## src/design/tipp_pkg.sv

```systemverilog
// ----------------------------------------------------------------------------
// Tape image pulse player package
// Shared constants, command codes and controller/datapath link types.
// ----------------------------------------------------------------------------
package tipp_pkg;

   localparam int TAPE_DEPTH = 65536;
   localparam int ADDR_W     = $clog2(TAPE_DEPTH);
   localparam int POS_W      = 17;

   localparam logic [1:0] CMD_WRITE = 2'd0;
   localparam logic [1:0] CMD_MOTOR = 2'd1;
   localparam logic [1:0] CMD_TICK  = 2'd2;

   localparam logic [1:0] CSR_TAPE_LENGTH = 2'd0;
   localparam logic [1:0] CSR_ONE_HALF    = 2'd1;
   localparam logic [1:0] CSR_ZERO_HALF   = 2'd2;

   localparam logic [7:0]  SYNC_BYTE    = 8'h16;
   localparam logic [7:0]  SYNC_END     = 8'h24;
   localparam logic [6:0]  LEAD_REPEATS = 7'd80;
   localparam logic [10:0] BODY_PAUSE   = 11'd1281;
   localparam logic [3:0]  LAST_SLOT    = 4'd13;
   localparam logic [3:0]  PARITY_SLOT  = 4'd10;
   localparam logic [1:0]  MIN_SYNC     = 2'd3;
   localparam logic [4:0]  FIXED_SKIP   = 5'd10;

   typedef struct packed {
      logic capture;
      logic mem_write;
      logic sel_scan;
      logic motor_off;
      logic motor_on;
      logic tick;
      logic scan_sync;
      logic scan_fixed;
      logic scan_name;
      logic scan_found;
      logic rsp_load;
   } cmd_type;

   typedef struct packed {
      logic running;
      logic at_end;
      logic is_sync;
      logic is_end;
      logic is_zero;
      logic sync_ok;
      logic fixed_over;
   } status_type;

endpackage

```

## src/design/tipp_ctrl.sv

```systemverilog
// ----------------------------------------------------------------------------
// Tape image pulse player controller
// Item handshake, header scan sequencing and result slot control.
// ----------------------------------------------------------------------------
module tipp_ctrl (
   input  logic                 clock,
   input  logic                 reset,
   input  logic                 req_valid,
   output logic                 req_ready,
   input  logic [1:0]           req_command,
   input  logic                 req_motor_on,
   output logic                 rsp_valid,
   input  logic                 rsp_ready,
   input  tipp_pkg::status_type status,
   output tipp_pkg::cmd_type    cmd
);
   import tipp_pkg::*;

   localparam logic [2:0] ST_IDLE   = 3'd0;
   localparam logic [2:0] ST_TICK   = 3'd1;
   localparam logic [2:0] ST_SC_RD  = 3'd2;
   localparam logic [2:0] ST_SC_CHK = 3'd3;
   localparam logic [2:0] ST_NM_RD  = 3'd4;
   localparam logic [2:0] ST_NM_CHK = 3'd5;

   logic [2:0] state_ff, state_in;
   logic       rsp_valid_ff, accept;

   assign req_ready = (state_ff == ST_IDLE) && (!rsp_valid_ff || rsp_ready);
   assign accept    = req_valid && req_ready;
   assign rsp_valid = rsp_valid_ff;

   always_comb begin
      cmd      = '0;
      state_in = state_ff;
      case (state_ff)
         ST_IDLE: begin
            if (accept) begin
               cmd.capture = 1'b1;
               case (req_command)
                  CMD_WRITE: begin
                     cmd.mem_write = 1'b1;
                     cmd.rsp_load  = 1'b1;
                  end
                  CMD_MOTOR: begin
                     if (req_motor_on == status.running) begin
                        cmd.rsp_load = 1'b1;
                     end else if (req_motor_on) begin
                        cmd.motor_on = 1'b1;
                        state_in     = ST_SC_RD;
                     end else begin
                        cmd.motor_off = 1'b1;
                        cmd.rsp_load  = 1'b1;
                     end
                  end
                  CMD_TICK: state_in = ST_TICK;
                  default:  cmd.rsp_load = 1'b1;
               endcase
            end
         end
         ST_TICK: begin
            cmd.tick     = 1'b1;
            cmd.rsp_load = 1'b1;
            state_in     = ST_IDLE;
         end
         ST_SC_RD, ST_NM_RD: begin
            cmd.sel_scan = 1'b1;
            if (status.at_end) begin
               cmd.rsp_load = 1'b1;
               state_in     = ST_IDLE;
            end else begin
               state_in = (state_ff == ST_SC_RD) ? ST_SC_CHK : ST_NM_CHK;
            end
         end
         ST_SC_CHK: begin
            if (status.is_sync) begin
               cmd.scan_sync = 1'b1;
               state_in      = ST_SC_RD;
            end else if (status.sync_ok && status.is_end && !status.fixed_over) begin
               cmd.scan_fixed = 1'b1;
               state_in       = ST_NM_RD;
            end else begin
               cmd.rsp_load = 1'b1;
               state_in     = ST_IDLE;
            end
         end
         ST_NM_CHK: begin
            if (status.is_zero) begin
               cmd.scan_found = 1'b1;
               cmd.rsp_load   = 1'b1;
               state_in       = ST_IDLE;
            end else begin
               cmd.scan_name = 1'b1;
               state_in      = ST_NM_RD;
            end
         end
         default: state_in = ST_IDLE;
      endcase
   end

   always_ff @(posedge clock) begin
      if (reset) begin
         state_ff     <= ST_IDLE;
         rsp_valid_ff <= 1'b0;
      end else begin
         state_ff <= state_in;
         if (cmd.rsp_load) begin
            rsp_valid_ff <= 1'b1;
         end else if (rsp_ready) begin
            rsp_valid_ff <= 1'b0;
         end
      end
   end

endmodule

```

## config.mk

```make
export PLATFORM = sky130hd
export DESIGN_NAME = tipp_ctrl
export DESIGN_NICKNAME = d
export VERILOG_FILES = /design/src/design/tipp_pkg.sv /design/src/design/tipp_ctrl.sv
export SDC_FILE = /design/constraint.sdc
export NUM_CORES = 1
export LEC_CHECK = 0
export BUFFER_PORTS_ARGS = -buffer_cell sky130_fd_sc_hd__buf_2
export CAP_MARGIN = 20
export CORE_UTILIZATION = 30
export CTS_CLUSTER_DIAMETER = 60
export DETAILED_ROUTE_END_ITERATION = 16
export HOLD_SLACK_MARGIN = 0.05
export PLACE_DENSITY = 0.7
export SYNTH_ARGS = -nofsm -noshare
export SYNTH_HDL_FRONTEND = slang
export SYNTH_SLANG_ARGS = --single-unit
```

## constraint.sdc

```tcl
create_clock -name clock -period 1.95 [get_ports clock]
set_clock_uncertainty 0.2 [all_clocks]
set_input_delay 0.39 -clock clock [delete_from_list [all_inputs] [get_ports clock]]
set_output_delay 0.39 -clock clock [all_outputs]
set_load 0.1 [all_outputs]
```

Word-level counts from Yosys, hierarchy flattened:

Cells that the tools add are included.

* bits in registers: 4
* bits of input ports: 14
* output and inout port bits: 13
* logic and storage cells: 63

* equality and inequality tests: 12
* muxes and demuxes: 37
* reductions and logical operators: 12

Operator list (count)
* 2-to-1 mux 3 bit: 8
* 2-to-1 mux 2 bit: 9
* 2-to-1 mux 1 bit: 16
* case mux 3 bit (4 select lines): 1
* == test 3 x 2 -> 1 bit (second input constant): 2
* == test 3 bit (second input constant): 2
* inequality test 3 bit (second input constant): 2
* case mux 3 bit (2 select lines): 1
* case mux 1 bit (5 select lines): 1
* logical AND 1 bit: 4
* AND reduction 4 bit: 1
* == test 3 x 1 -> 1 bit (second input constant): 1
* zero test 3 bit: 1
* inequality test 3 x 1 -> 1 bit (second input constant): 1
* == test 2 x 1 -> 1 bit (second input constant): 1
* == test 2 bit (second input constant): 1
* zero test 1 bit: 2
* zero test 2 bit: 1
* inequality test 2 bit (second input constant): 1
* case mux 1 bit (2 select lines): 1
* nonzero test 2 bit: 1
* OR reduction 2 bit: 1
* == test 1 bit: 1
* logical OR 1 bit: 1

Depth between registers and ports, before layout:

Gate-level depths: netlist of run 1.

* depth in word-level cells: 7
* gate-level depth with buffers: 6
* depth with buffers taken out: 6

Least setup slack after synthesis of run 1:

OpenSTA, ideal clock, no wires.

* path type: flip-flop to output port
* start: register state_ff[0]
* end: output cmd[5] in the netlist's numbering
* arrival time: 2.783 ns
* required time: 1.360 ns
* slack: -1.423 ns
* stages on the path, launching flop included: 3
* path buffers: 1
* path through: dfxtp_1 buf_4 nor3b_1

RTL lines
* from (decl): RTL line tipp_ctrl.sv:26 `logic [2:0] state_ff, state_in;`
* from (signal assigned): RTL line tipp_ctrl.sv:106 `state_ff <= state_in;`
* to (decl): RTL line tipp_ctrl.sv:15 `output tipp_pkg::cmd_type cmd`

==> metrics.md, run 1 <==
| Metric | Value |
|---|---|
| Vias in the first global route | 597 |
| Largest net degree at the start of global routing | 9 |
| Worst path max stage delay | 310 ps |
| Post-synthesis cell type count | 33 |
| F_max | 0.469 GHz |
| Mapped Nets | 72 |
| Post-layout util | 75.7% |
| Die H | 42.2 um |
| Core Box Area | 1510 um^2 |
| DRC violations left | 0 |
| Top fanout value on the critical path | 8 |
| Crit path cell chain | buf_8, nor3_4, and3_4, buf_6, nor3b_4, buf_12 |
| Nets | 127 |
| Finished Cell Area | ~1100 um^2 |
| Unrepaired setup endpoints after global routing | yes |
| Synth async-reset ratio | 0% |
| Syn avg cell area | 8.65 um^2 |
| DR pass1 iterations | 3 |
| Overflow after GRT | 0 |
| Htree depth | 1 |
| Leakage | 0.510 nW |
| Post-DP HPWL | 1.17 mm |
| Worst Path Buf+Inv | 3 |
| Critical path class | register to output port |
| Finish-stage setup viols | 8 |
| Final worst-path cycle share | 109% |
| Final wirelength | ~1.5 mm |
| I/O Pins | 27 |
| Synth-to-layout area growth | 135% |
| Yosys top cell area share | 16.5% |
| Clock Path Buffers | 2 |
| YS warnings | 0 |
| Hold WS | 132 ps |
| Post-route setup slack | -183 ps |
| Die width | approximately 42 um |
| Slew HR | 67.8% |
| CP Launch Type | register |
| Gpl congestion | roughly 0.8 |
| Maximum VDD drop | about 0.56 mV |
| Area contributors post-synth | dfxtp_1 (17%), mux2i_1 (6.2%), ha_1 (5.2%), nor3b_2 (5.2%), buf_6 (4.7%) |
| Int Power | slightly below 0.3 mW |
| Failing checks | setup timing |
| Die ar. | 1780 um^2 |
| Worst-path clk slew | 50 ps |
| Leading area contributor after synthesis | dfxtp_1 |
| Share of cells above drive strength 1 | roughly three quarters |
| PD cells | 462 nW/um^2 |
| Total GRT Usage | 17.5% |
| Critical Path AT | 1540 ps |
| Worst Tran Pin Value | 487 ps |
| Critical path required time | about 1400 ps |
| Drt wl/cell | 11.7 um |
| NetSw | around 0.23 mW |
| Row count | 14 |
| Crit end category | output port |
| TritonCTS clock tree | yes |
| Antenna-violating nets left | 0 |
| Pre-CTS setup slack | -162 ps |
| 1st-iter DRT viols | 6 |
| Most common cell in the netlist | nor2_1 |
| Outcome | complete, but fails checks |
| Number of max-cap violations | 0 |
| Clock power share | 22.4% |
| Pins over their slew limit | 0 |
| Cell Area, Synth | approximately 480 um^2 |
| Seq/Total Area, Yosys | 16.5% |
| Initial antenna violation count | 0 |
| Clock root buffer | clkbuf_4 |
| Final cell count without fillers | 126 |
| Synthesized instance count | 56 |
| CTS sink cnt | 4 |
| Synthesis-stage register bit count | 4 |
| Post-synth EDFFs | 0 |
| Hold WC Path Type | input pin to register |
| Commonest cells in the netlist | nor2_1 (5), a21oi_1 (4), dfxtp_1 (4), inv_1 (4) |
| Tmin final | ~2100 ps |
| Clk_lat worst skew | 240 ps |
| Crit path max-delay cell type | dfxtp_2 |
| DR vias/cell | about 5 |
| DR vias | 621 |
| Starting Density | 32.1% |
| Crit path max-delay family | simple AND/OR/NAND/NOR gates |
| Final hold vios | 0 |
| Total CTS buffers | 3 |
| Antenna cells | 0 |
| DP Area | 990 um^2 |
| Port Buffers | 26 |
| First-pass GRT wire length | 2.39 mm |
| Main flop type after synthesis | dfxtp_1 |
| Dpl cells | 117 |
| Reg power frac | between 10% and 20% |
| Switching share of power | a little over two fifths |
| Comb pwr share | 60.2% |
[power by group through the flow]
stage | Sequential (mW) | Clock [mW] | Combinational (mW)
global route | 0.0920 | 0.129 | 0.331
global placement | 0.0928 | 0 | 0.285
detailed placement | 0.0932 | 0 | 0.289
floorplan | 0.109 | 0 | 0.162
CTS | 0.0911 | 0.120 | 0.313
finish | 0.0911 | 0.118 | 0.317
[through the flow]
stage	total power, mW	setup TNS (ps)
detailed placement	0.382	-259
global route	0.552	-1340
global placement	0.378	-196
finish	0.526	-849
floorplan	0.271	-1980
CTS	0.524	-821
[sequential cells by signal (all words and copies together) (netlist names)]
register,flops
rsp_valid,1
state_ff,3
[worst reg2reg max path, delay by kind of cell (launching register included)]
family	cells	cell delay, ps
compound gates	4	560
buf+inv	2	320
flops	1	310
[final timing paths]
check / from / end / slack (ps) / cells after the start
worst max-delay path: state_ff[0] / cmd[9] / -180 / 6
worst min-delay path: reset / rsp_valid / 130 / 2
worst max register to register: state_ff[0] / rsp_valid / 490 / 6
worst min register to register: rsp_valid / rsp_valid / 390 / 3
[logic make-up after synthesis]
kind of cell | share of synthesized area, %
AO/OA/AOI/OAI | 17.3
AND/OR/NAND/NOR | 43.7
multiplexers | 6.20
XOR/XNOR | 1.81
buffers and inverters | 9.30
adder cells (fa/ha/maj) | 5.17
flip-flops | 16.5
[timing repair]
| action | 4_1_cts | 5_1_grt |
|---|---|---|
| pin swaps | 6 | 3 |
| setup endpoints to repair | 9 | 10 |
| cloned | 0 | 0 |
| endpoints found under the hold margin | 0 | 0 |
| buffers inserted | 5 | 1 |
| hold buffers | 0 | 0 |
| gates resized for setup | 16 | 5 |
[per-layer routing]
layer | vias to the layer above | routed length, um | GRT usage [%]
met1 | 282 | 537 | 18.5
met4 | 0 | 21 | 3.13
met2 | 25 | 817 | 32.9
met3 | 2 | 100 | 6.47
met5 | - | 0 | 0
li1 | 312 | - | -
[placed cells by master, fill, tap and decap left out, drive strengths merged, types with 2 or more instances in the layout]
cell type and instances:
and2b 2, inv 3, nor3b 3, o21ai 2
nor2 5, clkbuf 4, dfxtp 4, ha 2
nand2b 2, and3b 2, and3 2, buf 53
mux2i 3, nor3 2, a21oi 5, nand2 3
[final cells by class]
type,instances,area [um^2]
Clock buffer,4,26.3
Fill cell,102,367
Inverter,4,18.8
Multi-Input combinational cell,45,447
Sequential cell,4,92.6
Tap cell,16,20.0
Timing Repair Buffer,53,536
(Power assumes the default switching activity.)
==> run 2: changes to the inputs <==
TNS_END_PERCENT = 10   (was not set)
==> run 2 against run 1 <==
- the flow still finishes with violations (setup timing)
- non-clock buffer count fell by 16
- cell count is 13% lower
- first-iteration DRC count increased by 17%
- via count down 10%
- flip-flop and latch count stayed put
- critical path depth shrank 2
- total power down 6.9%
- largest cell class is now multi-input combinational cells
==> metrics.md, run 2 (synthesis gave the netlist of run 1 again) <==
| Metric | Value |
|---|---|
| Unrepaired setup endpoints after global routing | yes (unchanged) |
| Tmin final | 2040 ps (was 2130 ps) |
| Outcome | complete, but fails checks (unchanged) |
| Final worst-path cycle share | 105% (was 109%) |
| Htree depth | 1 (unchanged) |
| Clock root buffer | clkbuf_4 (unchanged) |
| Synth-to-layout area growth | 94.1% (was 135%) |
| Vias in the first global route | 519 (was 597) |
| Port Buffers | 26 (unchanged) |
| CTS Hold Bufs | 0 (unchanged) |
| I/O Pins | 27 (unchanged) |
| PnR Total Power | 0.490 mW (was 0.526 mW) |
| Crit path max-delay cell type | dfxtp_4 (was dfxtp_2) |
| Number of max-cap violations | 0 (unchanged) |
| Core Box Area | 1510 um^2 (unchanged) |
| Hold WC Path Type | input pin to register (unchanged) |
| CTS sink cnt | 4 (unchanged) |
| Final hold vios | 0 (unchanged) |
| Flip-flop count of the largest register after layout | 3 (unchanged) |
| Commonest non-fill, non-tap cells in the layout | buf_2 (14), buf_12 (12), buf_4 (11), a21oi_1 (4), inv_1 (4) (was buf_4 (22), buf_2 (14), buf_12 (12), buf_6 (4)) |
| Row count | 14 (unchanged) |
| Maximum VDD drop | 0.355 mV (was 0.559 mV) |
| DRC violations left | 0 (unchanged) |
| Biggest register | state_ff (unchanged) |
| Antenna cells | 0 (unchanged) |
| Worst-path clk slew | 40 ps (was 50 ps) |
| Dpl cells | 104 (was 117) |
| Post-route setup slack | -92.9 ps (was -183 ps) |
| Starting Density | 32.1% (unchanged) |
| Share of cells above drive strength 1 | 63.8% (was 76.4%) |
| Critical path class | register to output port (unchanged) |
| PD cells | 521 nW/um^2 (was 462 nW/um^2) |
| Die H | 42.2 um (unchanged) |
| Final wirelength | 1.21 mm (was 1.48 mm) |
| Total GRT Usage | 16.4% (was 17.5%) |
| Worst path max stage delay | 360 ps (was 310 ps) |
| TritonCTS clock tree | yes (unchanged) |
| Antenna-violating nets left | 0 (unchanged) |
| Post-layout util | 62.4% (was 75.7%) |
| Failing checks | setup timing (unchanged) |
| DR pass1 iterations | 4 (was 3) |
| Final cell count without fillers | 110 (was 126) |
| First-pass GRT wire length | 2.18 mm (was 2.39 mm) |
| FILL cells | 126 (was 102) |
| Nets | 111 (was 127) |
| Overflow after GRT | 0 (unchanged) |
| Commonest non-fill, non-tap cell in the layout | buf_2 (was buf_4) |
| Die ar. | 1780 um^2 (unchanged) |
| Leakage | 0.421 nW (was 0.510 nW) |
| 1st-iter DRT viols | 7 (was 6) |
| Pins over their slew limit | 0 (unchanged) |
| DR vias | 556 (was 621) |
| Gpl congestion | 0.843 (was 0.797) |
| Crit path cell chain | nor3_4, and3_4, nor3b_4, buf_12 (was buf_8, nor3_4, and3_4, buf_6, nor3b_4, buf_12) |
| DR vias/cell | 5.05 (was 4.93) |
| Critical path required time | 1360 ps (about the same) |
| Clock Path Buffers | 2 (unchanged) |
| Crit end category | output port (unchanged) |
| CP Launch Type | register (unchanged) |
| Critical Path AT | 1450 ps (was 1540 ps) |
| Die width | 42.2 um (unchanged) |
| Total CTS buffers | 3 (unchanged) |
| Clk_lat worst skew | 240 ps (about the same) |
| Largest net degree at the start of global routing | 10 (was 9) |
| TNS Setup | -316 ps (was -849 ps) |
| Worst Tran Pin Value | 485 ps (was 487 ps) |
| Post-DP HPWL | 989 um (was 1.17 mm) |
| Hold WS | 128 ps (was 132 ps) |
| Finish-stage setup viols | 5 (was 8) |
| Drt wl/cell | 11.0 um (was 11.7 um) |
| Initial antenna violation count | 0 (unchanged) |
| F_max | 0.490 GHz (was 0.469 GHz) |
| Top fanout value on the critical path | 5 (was 8) |
| Slew HR | 67.9% (was 67.8%) |
[run 2: cell count changes in the layout (fill, tap and decap cells not counted), sizes merged]
| cell | before | now |
|---|---|---|
| buf | 53 | 37 |
| clkinvlp | 1 | 0 |
| inv | 3 | 4 |
[run 2: worst paths after layout]
kind | slack, ps | start | end | cells past startpoint
setup / recovery | -90 | state_ff[0] | cmd[9] | 4
hold / removal | 130 | reset | rsp_valid | 2
setup reg to reg | 490 | state_ff[0] | state_ff[0] | 5
hold reg to reg | 390 | rsp_valid | rsp_valid | 3
[run 2: layer usage]
layer  track usage (%)  routed length [um]  up-vias
li1                  -                   -      279
met1              18.4                 504      248
met2              26.5                 615       29
met3              7.33                  88        0
met4              7.50                   0        0
met5                 0                   0        -
[run 2: layout make-up]
| cell class | count | area [um^2] | share of cell area, % |
|---|---|---|---|
| Multi-Input combinational cell | 45 | 393 | 41.8 |
| Timing Repair Buffer | 37 | 393 | 41.8 |
| Sequential cell | 4 | 92.6 | 9.85 |
| Clock buffer | 4 | 26.3 | 2.80 |
| Tap cell | 16 | 20.0 | 2.13 |
| Inverter | 4 | 15.0 | 1.60 |
[run 2: what timing repair did]
action                                  CTS  global route
pin swaps                                 2             1
resized for setup                         5             2
endpoints found under the setup margin   11            10
buffers inserted                          2             0
[run 2: metrics by stage]
stage,worst slack [ps],instance area (um^2)
after global placement,24.4,877
after CTS,-102,931
after floorplan,-563,509
after global routing,-184,940
final,-92.9,940
after detailed placement,-2.58,877
[run 2: worst max-delay path, delay by kind of cell, from the launching register on]
kind | cells | cell delay [ps]
buffers and inverters | 1 | 200
flip-flops | 1 | 360
AND/OR/NAND/NOR | 3 | 640
[run 2: report_power, final]
part	total (mW)	internal, mW	leakage [nW]	switching [mW]
Combinational	0.280	0.109	0.371	0.171
Clock	0.119	0.0773	0.0150	0.0414
Sequential	0.0913	0.0853	0.0353	0.00601
==> run 3: changes to the inputs <==
clock period = 2 ns   (was 1.95 ns; I/O delays follow)
==> run 3 against run 2 <==
- the flow still finishes with violations (setup timing)
- design area rose by 0.13%
- largest power group unchanged
- core utilization rose by 0.083 points
- clock power fell by 3%
- sequential power fell by 2%
- critical path type unchanged
- routed wire length rose by 4.4%
- flip-flop and latch count did not move
- combinational power fell by 4%
- count of clock-buffer cells in the layout did not move
==> metrics.md, run 3 (synthesis gave the netlist of run 1 again) <==
| Metric | Value |
|---|---|
| Outcome | complete, but fails checks (unchanged) |
| Failing checks | setup timing (unchanged) |
| Die H | 42.2 um (unchanged) |
| Final hold vios | 0 (unchanged) |
| F_max | 0.486 GHz |
| Worst-path clk slew | 50 ps (was 40 ps) |
| Final cell count without fillers | 111 (was 110) |
| Clock root buffer | clkbuf_4 (unchanged) |
| Pins over their slew limit | 0 (unchanged) |
| Crit path max-delay family | simple AND/OR/NAND/NOR gates (unchanged) |
| Worst path max stage delay | 370 ps (was 360 ps) |
| Gpl congestion | 0.821 (was 0.843) |
| Number of max-cap violations | 0 (unchanged) |
| WHS Endpoint | rsp_valid (unchanged) |
| Worst hold path depth | 2 (unchanged) |
| Commonest non-fill, non-tap cells in the layout | buf_2 (14), buf_12 (12), buf_4 (12), a21oi_1 (4), inv_1 (4) (was buf_2 (14), buf_12 (12), buf_4 (11), a21oi_1 (4), inv_1 (4)) |
| FF-to-FF Start | state_ff[0] (unchanged) |
| Leakage | 0.429 nW (was 0.421 nW) |
| Initial antenna violation count | 0 (unchanged) |
| Commonest non-fill, non-tap cell in the layout | buf_2 (unchanged) |
| Unrepaired setup endpoints after global routing | yes (unchanged) |
| I/O Pins | 27 (unchanged) |
| Crit end category | output port (unchanged) |
| Final wirelength | 1.26 mm (was 1.21 mm) |
| Core Box Area | 1510 um^2 (unchanged) |
| Slew HR | 68.1% (was 67.9%) |
| Antenna-violating nets left | 0 (unchanged) |
| Worst Tran Pin Value | 482 ps (was 485 ps) |
| Largest net degree at the start of global routing | 8 (was 10) |
| Hold WC Path Type | input pin to register (unchanged) |
| CTS sink cnt | 4 (unchanged) |
| Nets | 112 (was 111) |
| Reg-to-Reg End | state_ff[0] (unchanged) |
| PD cells | 504 nW/um^2 (was 521 nW/um^2) |
| TritonCTS clock tree | yes (unchanged) |
| Share of cells above drive strength 1 | 64.2% (was 63.8%) |
| Vias in the first global route | 547 (was 519) |
| 1st-iter DRT viols | 3 (was 7) |
| Tmin final | 2060 ps |
| DR vias | 555 (was 556) |
| Clk_lat worst skew | 250 ps (was 240 ps) |
| Die ar. | 1780 um^2 (unchanged) |
| Total CTS buffers | 3 (unchanged) |
| CP Launch Type | register (unchanged) |
| Worst Path Buf+Inv | 1 (unchanged) |
| Drt wl/cell | 11.4 um (was 11.0 um) |
| Finish-stage setup viols | 3 (was 5) |
| Htree depth | 1 (unchanged) |
| Antenna cells | 0 (unchanged) |
| Biggest register | state_ff (unchanged) |
| Synth-to-layout area growth | 94.3% (was 94.1%) |
| CTS Hold Bufs | 0 (unchanged) |
| TNS Setup | -126 ps (was -316 ps) |
| Post-route setup slack | -59.2 ps (was -92.9 ps) |
| Flop2flop setup slack | 560 ps (was 490 ps) |
| Flip-flop count of the largest register after layout | 3 (unchanged) |
| DR pass1 iterations | 3 (was 4) |
| Reg2reg path depth | 5 (unchanged) |
| Dpl cells | 103 (was 104) |
| Die width | 42.2 um (unchanged) |
| Critical path required time | 1400 ps (was 1360 ps) |
| Port Buffers | 26 (unchanged) |
| Starting Density | 32.1% (unchanged) |
| Crit path cell chain | nor3_4, and3_4, nor3b_4, buf_12 (unchanged) |
| Row count | 14 (unchanged) |
| Final worst-path cycle share | 103% |
| Critical path class | register to output port (unchanged) |
| DR vias/cell | 5.00 (was 5.05) |
| Maximum VDD drop | 0.439 mV (was 0.355 mV) |
| Top fanout value on the critical path | 7 (was 5) |
| Crit path max-delay cell type | dfxtp_4 (unchanged) |
| DRC violations left | 0 (unchanged) |
| Overflow after GRT | 0 (unchanged) |
| Post-DP HPWL | 971 um (was 989 um) |
| Min-delay src | reset (unchanged) |
| First-pass GRT wire length | 2.30 mm (was 2.18 mm) |
| Total GRT Usage | 16.8% (was 16.4%) |
| Clock Path Buffers | 2 (unchanged) |
| Critical Path AT | 1460 ps (was 1450 ps) |
## run 3: cell count changes in the layout (fill, tap and decap cells not counted)
cell and change:
nor3b_4 -1, nor3b_2 +1, buf_4 +1
## run 3: area by class of cell
class | instances | area (um^2)
fillers | 132 | 566
repair buffers | 38 | 400
multi-input cells | 45 | 387
flip-flops and latches | 4 | 92.6
clock buffers | 4 | 26.3
well taps | 16 | 20.0
inverters | 4 | 15.0
## run 3: power breakdown
part           total (mW)  internal [mW]  leakage [nW]  switching, mW
combinational       0.269          0.104         0.379          0.165
sequential         0.0899         0.0832        0.0353        0.00668
clock               0.115         0.0753        0.0150         0.0394
total               0.474          0.263         0.429          0.211
## run 3: worst reg2reg max path, cell delays in order, from the launching register on
cell and delay, ps:
dfxtp_4 370, nor3_4 190, buf_4 150, o2111ai_1 90, a21oi_1 190, nor3b_2 170
## run 3: worst max path at each step
stage | startpoint | to | slack [ps] | depth (start not counted)
floorplan | state_ff[1] | cmd[9] | -520 | 4
global placement | req_command[0] | cmd[0] | 80 | 6
detailed placement | req_command[0] | cmd[0] | 30 | 6
CTS | state_ff[0] | cmd[9] | -70 | 4
global route | state_ff[0] | cmd[9] | -140 | 4
finish | state_ff[0] | cmd[9] | -60 | 4
## run 3: per-stage QoR
step	instance area (um^2)	total power, mW	hold slack, ps	setup slack, ps	utilization, %
after CTS	941	0.481	131	-69.6	62.5
after floorplan	509	0.259	253	-523	-
final	941	0.474	139	-59.2	62.5
after global routing	941	0.502	123	-139	62.5
after global placement	870	0.354	380	75.9	57.7
after detailed placement	870	0.357	388	34.7	57.7
## run 3: per-layer routing
metal,GRT usage (%),share of wire [%],vias up,wire length [um]
li1,-,-,281,-
met3,7.33,7.5,0,95
met5,0,0,-,0
met1,18.9,39,253,488
met2,28.9,54,21,678
met4,3.75,0,0,0
## run 3: timing repair
action,4_1_cts,5_1_grt
setup endpoints to repair,10,10
gates resized for setup,6,0
pin swaps,1,0
setup buffers,4,0
cloned,0,0
